**config.mk**
```make
export PLATFORM = sky130hd
export DESIGN_NAME = stereo_peak_meter_decay
export DESIGN_NICKNAME = d
export VERILOG_FILES = /design/src/rtl/spm_pkg.sv /design/src/rtl/stereo_peak_meter_decay.sv /design/src/rtl/spm_level.sv /design/src/rtl/spm_seg.sv
export SDC_FILE = /design/constraint.sdc
export NUM_CORES = 1
export LEC_CHECK = 0
export ABC_AREA = 0
export BUFFER_PORTS_ARGS = -buffer_cell sky130_fd_sc_hd__buf_2
export CAP_MARGIN = 40
export CORE_ASPECT_RATIO = 2
export CORE_MARGIN = 2
export CORE_UTILIZATION = 55
export CTS_BUF_LIST = sky130_fd_sc_hd__clkbuf_4 sky130_fd_sc_hd__clkbuf_8 sky130_fd_sc_hd__clkbuf_16
export DETAILED_ROUTE_END_ITERATION = 7
export PLACE_DENSITY = 0.73
export SLEW_MARGIN = 20
export SYNTH_ARGS = -nofsm -noshare
export SYNTH_HDL_FRONTEND = slang
export SYNTH_SLANG_ARGS = --single-unit
```
**constraint.sdc**
```tcl
create_clock -name clk -period 8.84 [get_ports clk]
set_clock_uncertainty 0.15 [all_clocks]
set_input_delay 0.884 -clock clk [delete_from_list [all_inputs] [get_ports clk]]
set_output_delay 0.884 -clock clk [all_outputs]
set_load 0.02 [all_outputs]
```
**src/rtl/spm_pkg.sv**
```systemverilog
// Shared types, constants and segment decode for the stereo peak meter.
package spm_pkg;

    localparam int SAMPLE_BITS  = 24;
    localparam int PEAK_W       = 24;
    localparam int COUNT_W      = 16;
    localparam int SEG_W        = 7;
    localparam int LOW_SEG_W    = 31;
    localparam int HIGH_SEG_W   = 15;

    localparam logic [COUNT_W-1:0] PERIOD_RESET = 16'd4000;
    localparam logic [PEAK_W-1:0]  PEAK_MAX     = {PEAK_W{1'b1}};
    localparam int                 DECAY_SHIFT  = 3;

    typedef struct packed {
        logic signed [SAMPLE_BITS-1:0] left_sample;
        logic signed [SAMPLE_BITS-1:0] right_sample;
    } sample_word_t;

    typedef struct packed {
        logic [PEAK_W-1:0]     peak_level;
        logic [LOW_SEG_W-1:0]  low_digit_segments;
        logic [HIGH_SEG_W-1:0] high_digit_segments;
    } result_word_t;

    // Hex digit to segments, bit 0 = segment a, active high
    function automatic logic [SEG_W-1:0] seg_of(input logic [3:0] digit);
        logic [SEG_W-1:0] seg;
        unique case (digit)
            4'h0: seg = 7'h3F;
            4'h1: seg = 7'h06;
            4'h2: seg = 7'h5B;
            4'h3: seg = 7'h4F;
            4'h4: seg = 7'h66;
            4'h5: seg = 7'h6D;
            4'h6: seg = 7'h7D;
            4'h7: seg = 7'h07;
            4'h8: seg = 7'h7F;
            4'h9: seg = 7'h6F;
            4'hA: seg = 7'h77;
            4'hB: seg = 7'h7C;
            4'hC: seg = 7'h39;
            4'hD: seg = 7'h5E;
            4'hE: seg = 7'h79;
            4'hF: seg = 7'h71;
            default: seg = 7'h00;
        endcase
        return seg;
    endfunction

endpackage

```
**src/rtl/stereo_peak_meter_decay.sv**
```systemverilog
// Top level of the stereo peak meter with decay and hex seven-segment readout.
//
//  channel   direction  handshake                    payload
//  sample    in         sample_valid / sample_stall  sample_word (left, right)
//  result    out        result_valid / result_stall  result_word (peak, segments)
//  period    in         period_we                    period_wdata (decay period)
//
// One word per cycle sustained while the result is not stalled; an accepted word
// goes into the input register, then through the peak update into the result
// register, where it can be taken.
// Reset clears held peak and decay count, sets the period to 4000 and
// empties both registers. A stalled result holds; the input register keeps
// taking words until it is full behind the stalled result.
module stereo_peak_meter_decay
(
    input  logic                                clk,
    input  logic                                rst_n,
    input  logic                                sample_valid,
    output logic                                sample_stall,
    input  spm_pkg::sample_word_t               sample_word,
    output logic                                result_valid,
    input  logic                                result_stall,
    output spm_pkg::result_word_t               result_word,
    input  logic                                period_we,
    input  logic [spm_pkg::COUNT_W-1:0]         period_wdata
);

    // input register
    logic                   s1_valid_reg;
    logic                   s1_valid_next;
    spm_pkg::sample_word_t  s1_word_reg;

    // result register
    logic                   result_valid_reg;
    logic                   result_valid_next;
    spm_pkg::result_word_t  result_word_reg;
    spm_pkg::result_word_t  result_word_next;

    logic [spm_pkg::COUNT_W-1:0] period_reg;

    logic                        advance;
    logic                        accept;
    logic [spm_pkg::PEAK_W-1:0]  peak_next;
    logic [spm_pkg::LOW_SEG_W-1:0]  low_segments;
    logic [spm_pkg::HIGH_SEG_W-1:0] high_segments;

    // word moves to the result register when that slot is free or draining
    assign advance      = s1_valid_reg && (!result_valid_reg || !result_stall);
    assign sample_stall = s1_valid_reg && !advance;
    assign accept       = sample_valid && !sample_stall;

    assign s1_valid_next     = accept | (s1_valid_reg & ~advance);
    assign result_valid_next = advance | (result_valid_reg & result_stall);

    spm_level u_level
    (
        .clk          (clk),
        .rst_n        (rst_n),
        .step         (advance),
        .word         (s1_word_reg),
        .period_limit (period_reg),
        .peak_next    (peak_next)
    );

    spm_seg u_seg
    (
        .peak          (peak_next),
        .low_segments  (low_segments),
        .high_segments (high_segments)
    );

    always_comb
    begin
        result_word_next.peak_level          = peak_next;
        result_word_next.low_digit_segments  = low_segments;
        result_word_next.high_digit_segments = high_segments;
    end

    always_ff @(posedge clk or negedge rst_n)
    begin
        if (!rst_n)
        begin
            s1_valid_reg     <= 1'b0;
            result_valid_reg <= 1'b0;
            period_reg       <= spm_pkg::PERIOD_RESET;
        end
        else
        begin
            s1_valid_reg     <= s1_valid_next;
            result_valid_reg <= result_valid_next;
            if (period_we)
            begin
                period_reg <= period_wdata;
            end
        end
    end

    // payload registers, no reset
    always_ff @(posedge clk)
    begin
        if (accept)
        begin
            s1_word_reg <= sample_word;
        end
        if (advance)
        begin
            result_word_reg <= result_word_next;
        end
    end

    assign result_valid = result_valid_reg;
    assign result_word  = result_word_reg;

    // a full input register behind a stalled result must back-pressure
    a_stall_when_full: assert property (@(posedge clk) disable iff (!rst_n)
        (result_valid_reg && result_stall && s1_valid_reg) |-> sample_stall)
        else $error("input not stalled while both registers are held");

    // a taken result with nothing behind it empties the output
    a_drain: assert property (@(posedge clk) disable iff (!rst_n)
        (result_valid_reg && !result_stall && !s1_valid_reg) |=> !result_valid_reg)
        else $error("result repeated after it was taken");

    // lowest digit pattern agrees with the registered peak
    a_seg_match: assert property (@(posedge clk) disable iff (!rst_n)
        result_valid_reg |-> (result_word_reg.low_digit_segments[spm_pkg::SEG_W-1:0]
            == spm_pkg::seg_of(result_word_reg.peak_level[3:0])))
        else $error("segment pattern does not match peak");

endmodule

```
**src/rtl/spm_level.sv**
```systemverilog
// Magnitude, peak hold and decay state of the stereo peak meter.
module spm_level
(
    input  logic                                    clk,
    input  logic                                    rst_n,
    input  logic                                    step,
    input  spm_pkg::sample_word_t                   word,
    input  logic [spm_pkg::COUNT_W-1:0]             period_limit,
    output logic [spm_pkg::PEAK_W-1:0]              peak_next
);

    localparam int SB = spm_pkg::SAMPLE_BITS;
    localparam int PW = spm_pkg::PEAK_W;
    localparam int CW = spm_pkg::COUNT_W;
    localparam int AW = (SB > PW) ? SB : PW;

    logic [PW-1:0] held_peak_reg;
    logic [CW-1:0] decay_count_reg;
    logic [CW-1:0] decay_count_next;

    logic [SB-1:0] left_mag;
    logic [SB-1:0] right_mag;
    logic [SB-1:0] max_mag;
    logic [AW-1:0] amp_wide;
    logic [PW-1:0] amp;
    logic [CW-1:0] count_inc;
    logic [PW-1:0] drop;

    // most negative sample gives 2^(SB-1), which still fits unsigned
    assign left_mag  = word.left_sample[SB-1]  ? SB'(-word.left_sample)  : word.left_sample;
    assign right_mag = word.right_sample[SB-1] ? SB'(-word.right_sample) : word.right_sample;
    assign max_mag   = (left_mag > right_mag) ? left_mag : right_mag;
    assign amp_wide  = AW'(max_mag);
    assign amp       = (amp_wide > AW'(spm_pkg::PEAK_MAX)) ? spm_pkg::PEAK_MAX
                                                           : amp_wide[PW-1:0];

    assign count_inc = decay_count_reg + CW'(1);
    assign drop      = (held_peak_reg >> spm_pkg::DECAY_SHIFT) + PW'(1);

    always_comb
    begin
        peak_next        = held_peak_reg;
        decay_count_next = count_inc;
        priority if (amp >= held_peak_reg)
        begin
            peak_next        = amp;
            decay_count_next = '0;
        end
        else if (count_inc >= period_limit)
        begin
            decay_count_next = '0;
            peak_next        = (drop >= held_peak_reg) ? '0 : held_peak_reg - drop;
        end
        else
        begin
            peak_next        = held_peak_reg;
            decay_count_next = count_inc;
        end
    end

    always_ff @(posedge clk or negedge rst_n)
    begin
        if (!rst_n)
        begin
            held_peak_reg   <= '0;
            decay_count_reg <= '0;
        end
        else if (step)
        begin
            held_peak_reg   <= peak_next;
            decay_count_reg <= decay_count_next;
        end
    end

endmodule

```
**src/rtl/spm_seg.sv**
```systemverilog
// Six-digit hex seven-segment encoder for the peak readout.
module spm_seg
(
    input  logic [spm_pkg::PEAK_W-1:0]     peak,
    output logic [spm_pkg::LOW_SEG_W-1:0]  low_segments,
    output logic [spm_pkg::HIGH_SEG_W-1:0] high_segments
);

    logic [spm_pkg::SEG_W-1:0] seg [6];

    always_comb
    begin
        for (int k = 0; k < 6; k++)
        begin
            seg[k] = spm_pkg::seg_of(peak[4*k +: 4]);
        end
    end

    // one digit per byte, top bit of each byte clear
    assign low_segments  = {seg[3], 1'b0, seg[2], 1'b0, seg[1], 1'b0, seg[0]};
    assign high_segments = {seg[5], 1'b0, seg[4]};

endmodule

```
# == Yosys cells after proc, flatten, opt, wreduce, memory -nomap -nowiden ==
# Memory sizes are Yosys's and may differ from the RTL's. A register that Yosys moved wholly into a read port is not among the register bits.
# Cells that the tools add are included.
# W data, S select, Z words.
# word_totals
regBits,130
rom_bits,672
output_inout_bits,72
wordCells,46
n_memories,6
# classes
addsub,5
order_cmp,5
muxes,9
n_bitwise,5
reduce_logical,8
# mem_list
memory,words,width,rd,rd_ports_with_merged_regs,wr,line,rtl
(no name shown),16,7,1,1,0,spm_pkg.sv:29,unique case (digit)
(no name shown),16,7,1,1,0,spm_pkg.sv:29,
(no name shown),16,7,1,1,0,spm_pkg.sv:29,
(no name shown),16,7,1,1,0,spm_pkg.sv:29,
(no name shown),16,7,1,1,0,spm_pkg.sv:29,
(no name shown),16,7,1,1,0,spm_pkg.sv:29,
# op_table
cell,n
$mux W24,7
$ge A24 B24 Y1,2
$neg A24 Y24,2
$mux W16,2
$gt A24 B24 Y1,1
$gt A24 B24 Y1 const B,1
$sub A24 B24 Y24,1
$add A21 B1 Y22 const B,1
$add A16 B1 Y16 const B,1
$ge A16 B16 Y1,1
$logic_not A1 Y1,4
$logic_and A1 B1 Y1,3
$and A1 B1 Y1,2
$or A1 B1 Y1,2
$logic_or A1 B1 Y1,1
$not A1 Y1,1

# == Depth between registers and ports, before layout ==
# depth
depth_word,8
mapped_depth,33
depth_no_buf,29

# == Hierarchy ==
# A second synthesis with hierarchy kept.
# unflattened
hier_cells,1238
hier_area_um2,12478.2
# modules_own_cells
module,n_inst,cells_per_inst,area_per_inst_um2
spm_level,1,871,6616.3
stereo_peak_meter_decay,1,160,4286.6
spm_seg,1,207,1575.3

# == Worst setup path after synthesis ==
# No wires, ideal clock.
# synth_timing
path_kind,register to register
from,register s1_word_reg[28] (netlist name)
to,"register, netlist name result_word[34]"
setup_time_ns,0.255
t_arrival_ns,6.543
t_required_ns,8.435
path_slack_ns,1.891
stages_incl_launch_ff,29
n_path_buf,3
synth_period_minus_slack_ns,6.949
path_cell_list,edfxtp_1 > nor3_1 > or3b_1 > o31a_1 > xnor2_1 > inv_1 > ha_1 > nand4_1 > nor4_1 > a21boi_1 > o41a_1 > o21ai_4 > buf_4 > buf_4 > mux2i_1 > ha_1 > nand4_1 > nor2_1 > a2111oi_0 > a21oi_1 > or3_1 > a31oi_4 > buf_4 > mux2i_1 > inv_1 > ha_1 > nor2_1 > a211oi_1 > a31o_1
# synth_via
elab_chain_cells,8
# synth_rtl
element,line,rtl
start: declaration,stereo_peak_meter_decay.sv:31,spm_pkg::sample_word_t s1_word_reg;
start signal: assignment,stereo_peak_meter_decay.sv:103,s1_word_reg <= sample_word;
$neg A24 Y24,spm_level.sv:30,assign left_mag = word.left_sample[SB-1] ? SB'(-word.left_sample) : word.left_sample;
$mux W24 (*),spm_level.sv:30,
$gt A24 B24 Y1,spm_level.sv:32,assign max_mag = (left_mag > right_mag) ? left_mag : right_mag;
$mux W24 (*),spm_level.sv:32,
$gt A24 B24 Y1,spm_level.sv:34,assign amp = (amp_wide > AW'(spm_pkg::PEAK_MAX)) ? spm_pkg::PEAK_MAX
$mux W24 (*),spm_level.sv:34,
$ge A24 B24 Y1,spm_level.sv:44,priority if (amp >= held_peak_reg)
$mux W24 (*),spm_level.sv:44,
# Mark *: on every way between the ends. The rest lies on a longest branch, timed or not.
# A chain may end at the register's enable or synchronous reset.

# == Worst setup path after layout ==
# layout_timing
from,register s1_word_reg[28] (netlist name)
to,"register, netlist name result_word[40]"
# layout_via
elab_chain_cells,8
# layout_rtl
element,line
$neg A24 Y24,spm_level.sv:30
$mux W24 (*),spm_level.sv:30
$gt A24 B24 Y1,spm_level.sv:32
$mux W24 (*),spm_level.sv:32
$gt A24 B24 Y1,spm_level.sv:34
$mux W24 (*),spm_level.sv:34
$ge A24 B24 Y1,spm_level.sv:44
$mux W24 (*),spm_level.sv:44
# Marked as above.

==> reports/qor_table.md <==
| Metric | Value |
| --- | --- |
| Initial standard-cell utilization of the core | 56.02% |
| Launching element of the worst setup path | s1_word_reg[28] |
| Number of enable-type register cells in the synthesized netlist | 114 |
| Maximum Capacitance Violations | 0 |
| Mapped Cells | 1272 |
| Worst path slowest cell | sky130_fd_sc_hd__nor3_1 |
| Number of flip-flops under the largest register name | 66 |
| Count of unresolved DRC violations after routing | 0 |
| Final slew viol count | 0 |
| HPWL after DPL | 23340 um |
| Post-DR vias/cell | 5.857 |
| Placer congestion estimate | 0.9441 |
| Clk Latency, worst-skew pair | 460 ps |
| Yosys top cell area share | 27.58% |
| Critical R2R Capture | result_word[40] |
| Combined global-route utilization of all metal layers | 25.82% |
| Number of diodes | 0 |
| Clock transition at the registers of the reported paths | 60 ps |
| CP max stage delay | 520 ps |
| End point of the critical path | result_word[40] |
| Actual transition at the worst max-transition pin | 782.2 ps |
| Async S/R FF share, synth | 33.72% |
| Final cell count without fillers | 1695 |
| Register-to-Register Path Depth | 27 |
| Layout Nets | 1596 |
| Unrepaired setup endpoints after global routing | false |
| Core Area | 0.02216 sq mm |
| Cell total after placement | 1661 |
| Fill cell instance count of the final layout | 1893 |
| Maximum achievable frequency | 124.4 MHz |
| CTS tree | done |
| Detailed Route WL | 29670 um |
| Share of the cycle needed by the critical path after routing | 90.93% |
| Total number of yosys warnings | 0 |
| Synth Area per Inst | 9.760 sq um |
| R2R Setup Slk | 800 ps |
| Worst min path class | input pin to async pin |
| Areal power density over the cells | 390.8 mW/mm^2 |
| Cell Area, Synth | 0.01241 sq mm |
| Vias in the first global route | 9935 |
| Min cycle time layout | 8038 ps |
| Height of the chip | 216.5 um |
| Num Clock Sinks | 172 |
| Root cell of the clock tree | sky130_fd_sc_hd__clkbuf_16 |
| Sequential share of the synthesized area | 39.33% |
| Antenna violation net count after detailed routing | 0 |
| Area growth syn-to-layout | 12.52% |
| Capturing element type of the critical path | flip-flop |
| Final Hold Viols | 0 |
| R2r startpoint | s1_word_reg[28] |
| Top post-synthesis cells by area | sky130_fd_sc_hd__edfxtp_1 28%, sky130_fd_sc_hd__ha_1 12%, sky130_fd_sc_hd__dfrtp_1 10% |
| Count of distinct cell types in the synthesized netlist | 97 |
| Pin count of the biggest net entering global routing | 59 |
| CP max FO | 18 |
| Final-report setup violation count | 0 |
| Chip width | 110.2 um |
| Cts-stage hold buffer count | 0 |
| Setup TNS | 0 ps |
| Leakage power | 6.099 nW |
| Initial DRC count | 576 |
| Count of cell instances traversed by the critical path | 27 |
| CTS resizes | 0 |
| Max rail drop VDD | 0.2253 mV |
| Iteration count of the initial detailed-routing pass | 6 |
| Worst setup timing slack at the placement stage | 921.8 ps |
| Cell type contributing the most total cell area after synthesis | sky130_fd_sc_hd__edfxtp_1 |
| Initial antenna violation count | 0 |
| Global-route wire length before repair | 47090 um |
| Die footprint | 0.02386 sq mm |
| Number of levels the H-tree was split into | 4 |
| CTS buffer count | 17 |
| Critical setup path kind | flip-flop to flip-flop |
| Routed via count | 9928 |
| Worst Path Required | 8980 ps |
| # Post-CTS Setup Buffers | 0 |
| Global route overflow | 0 |
| Top-level port count | 141 |
| Number of cell rows | 77 |
| Share of cells above drive strength 1 | 18.18% |
| Launching element type of the critical path | flip-flop |
| Clock tree buffer depth | 2 |
| Outcome | completed |
| Input/output buffers | 136 |
| Final core utilization | 63.04% |
| Smallest hold slack | 155.5 ps |
| Family of cells with the greatest summed delay on the critical path | compound AO/OA/AOI/OAI gates |
| Wire length per cell | 17.50 um |
| Number of buffer and inverter stages on the critical path | 5 |
| Post-synthesis register bit count | 172 |
| Relative slew slack | 47.85% |
| Min setup slack post-route | 801.7 ps |
| CP arrival | 8170 ps |
| Main synth FF type | sky130_fd_sc_hd__edfxtp_1 |
[layer usage]
| layer | global-route usage (%) | wire (um) |
|---|---|---|
| met2 | 49.39 | 16940 |
| met1 | 24.22 | 10210 |
| met5 | 0 | 0 |
| met4 | 15.46 | 1589 |
| met3 | 4.571 | 927 |
[cell families after synthesis]
kind of cell	count (synthesis)	share of synthesized area, %
buffers and inverters	151	5.301
DFF	172	39.33
AOI/OAI and AO/OA	283	15.45
xor gates and xnor gates	90	6.350
other	1	0.03021
muxes	56	5.362
adders and majority gates	121	12.26
and+or+nand+nor	398	15.92
[cells in the mapped netlist, types with 11 or more instances]
master,number
sky130_fd_sc_hd__buf_4,12
sky130_fd_sc_hd__a21oi_1,58
sky130_fd_sc_hd__xor2_1,50
sky130_fd_sc_hd__o41ai_1,11
sky130_fd_sc_hd__dfrtp_1,52
sky130_fd_sc_hd__o31ai_1,19
sky130_fd_sc_hd__mux2i_1,32
sky130_fd_sc_hd__inv_1,94
sky130_fd_sc_hd__ha_1,120
sky130_fd_sc_hd__nor3_1,35
sky130_fd_sc_hd__edfxtp_1,114
sky130_fd_sc_hd__and3_1,11
sky130_fd_sc_hd__nor2b_1,11
sky130_fd_sc_hd__xnor2_1,40
sky130_fd_sc_hd__nand2_1,160
sky130_fd_sc_hd__nor2_1,56
sky130_fd_sc_hd__nand3_1,30
sky130_fd_sc_hd__clkbuf_1,20
sky130_fd_sc_hd__nand2b_1,13
sky130_fd_sc_hd__mux2_2,13
sky130_fd_sc_hd__nand4_1,26
sky130_fd_sc_hd__or3_1,11
sky130_fd_sc_hd__o21ai_0,75
[power by group]
group | switching [mW] | internal, mW
sequential | 0.163 | 1.22
clock | 0.305 | 0.363
combinational | 2.07 | 1.34
[how the worst min path moves through the flow]
stage | from | depth (start not counted) | end | slack (ps)
2_1_floorplan | s1_valid_reg | 1 | result_valid | 310
3_3_place_gp | u_level.decay_count_reg[15] | 2 | u_level.decay_count_reg[15] | 330
3_5_place_dp | u_level.decay_count_reg[15] | 2 | u_level.decay_count_reg[15] | 340
4_1_cts | u_level.decay_count_reg[15] | 2 | u_level.decay_count_reg[15] | 360
5_1_grt | rst_n | 2 | u_level.decay_count_reg[0] | 150
6_report | rst_n | 2 | u_level.decay_count_reg[0] | 160
[cell usage in the layout, fill, tap and decap left out, types with 5 or more instances in the layout]
master,n
sky130_fd_sc_hd__ha_1,120
sky130_fd_sc_hd__a22oi_1,8
sky130_fd_sc_hd__nand4_1,26
sky130_fd_sc_hd__edfxtp_1,114
sky130_fd_sc_hd__o211ai_1,8
sky130_fd_sc_hd__nor4_1,5
sky130_fd_sc_hd__nand2b_1,13
sky130_fd_sc_hd__a211oi_1,9
sky130_fd_sc_hd__dfrtp_1,52
sky130_fd_sc_hd__nor3_1,35
sky130_fd_sc_hd__o21ai_0,75
sky130_fd_sc_hd__o31ai_1,19
sky130_fd_sc_hd__clkinvlp_4,5
sky130_fd_sc_hd__or3_1,11
sky130_fd_sc_hd__mux2i_1,32
sky130_fd_sc_hd__a21o_1,10
sky130_fd_sc_hd__o21a_1,10
sky130_fd_sc_hd__clkbuf_16,17
sky130_fd_sc_hd__xnor2_1,40
sky130_fd_sc_hd__xor2_1,50
sky130_fd_sc_hd__dfstp_2,6
sky130_fd_sc_hd__inv_1,93
sky130_fd_sc_hd__o41ai_1,11
sky130_fd_sc_hd__nand3_1,30
sky130_fd_sc_hd__and3_1,11
sky130_fd_sc_hd__nand2_1,159
sky130_fd_sc_hd__inv_2,8
sky130_fd_sc_hd__and4_1,6
sky130_fd_sc_hd__nor2_1,56
sky130_fd_sc_hd__a21oi_1,58
sky130_fd_sc_hd__o21ai_1,10
sky130_fd_sc_hd__buf_4,20
sky130_fd_sc_hd__mux2_2,13
sky130_fd_sc_hd__buf_2,136
sky130_fd_sc_hd__nor2b_1,11
[per-stage QoR]
stage               area, sq um  power [mW]
floorplan                 12430       3.923
global placement          13350       4.703
detailed placement        13400       4.763
CTS                       13920       5.463
global route              13970       5.894
finish                    13970       5.459
[area by class of cell]
cell class,instances,area (sq um),share of cell area [%]
Sequential cell,172,4882,34.95
Multi-Input combinational cell,952,6890,49.33
Clock buffer,20,447.9,3.207
Clock inverter,12,76.32,0.5464
Tap cell,276,345.3,2.472
Inverter,103,400.4,2.866
Timing Repair Buffer,160,925.9,6.628
(Power assumes the default switching activity.)
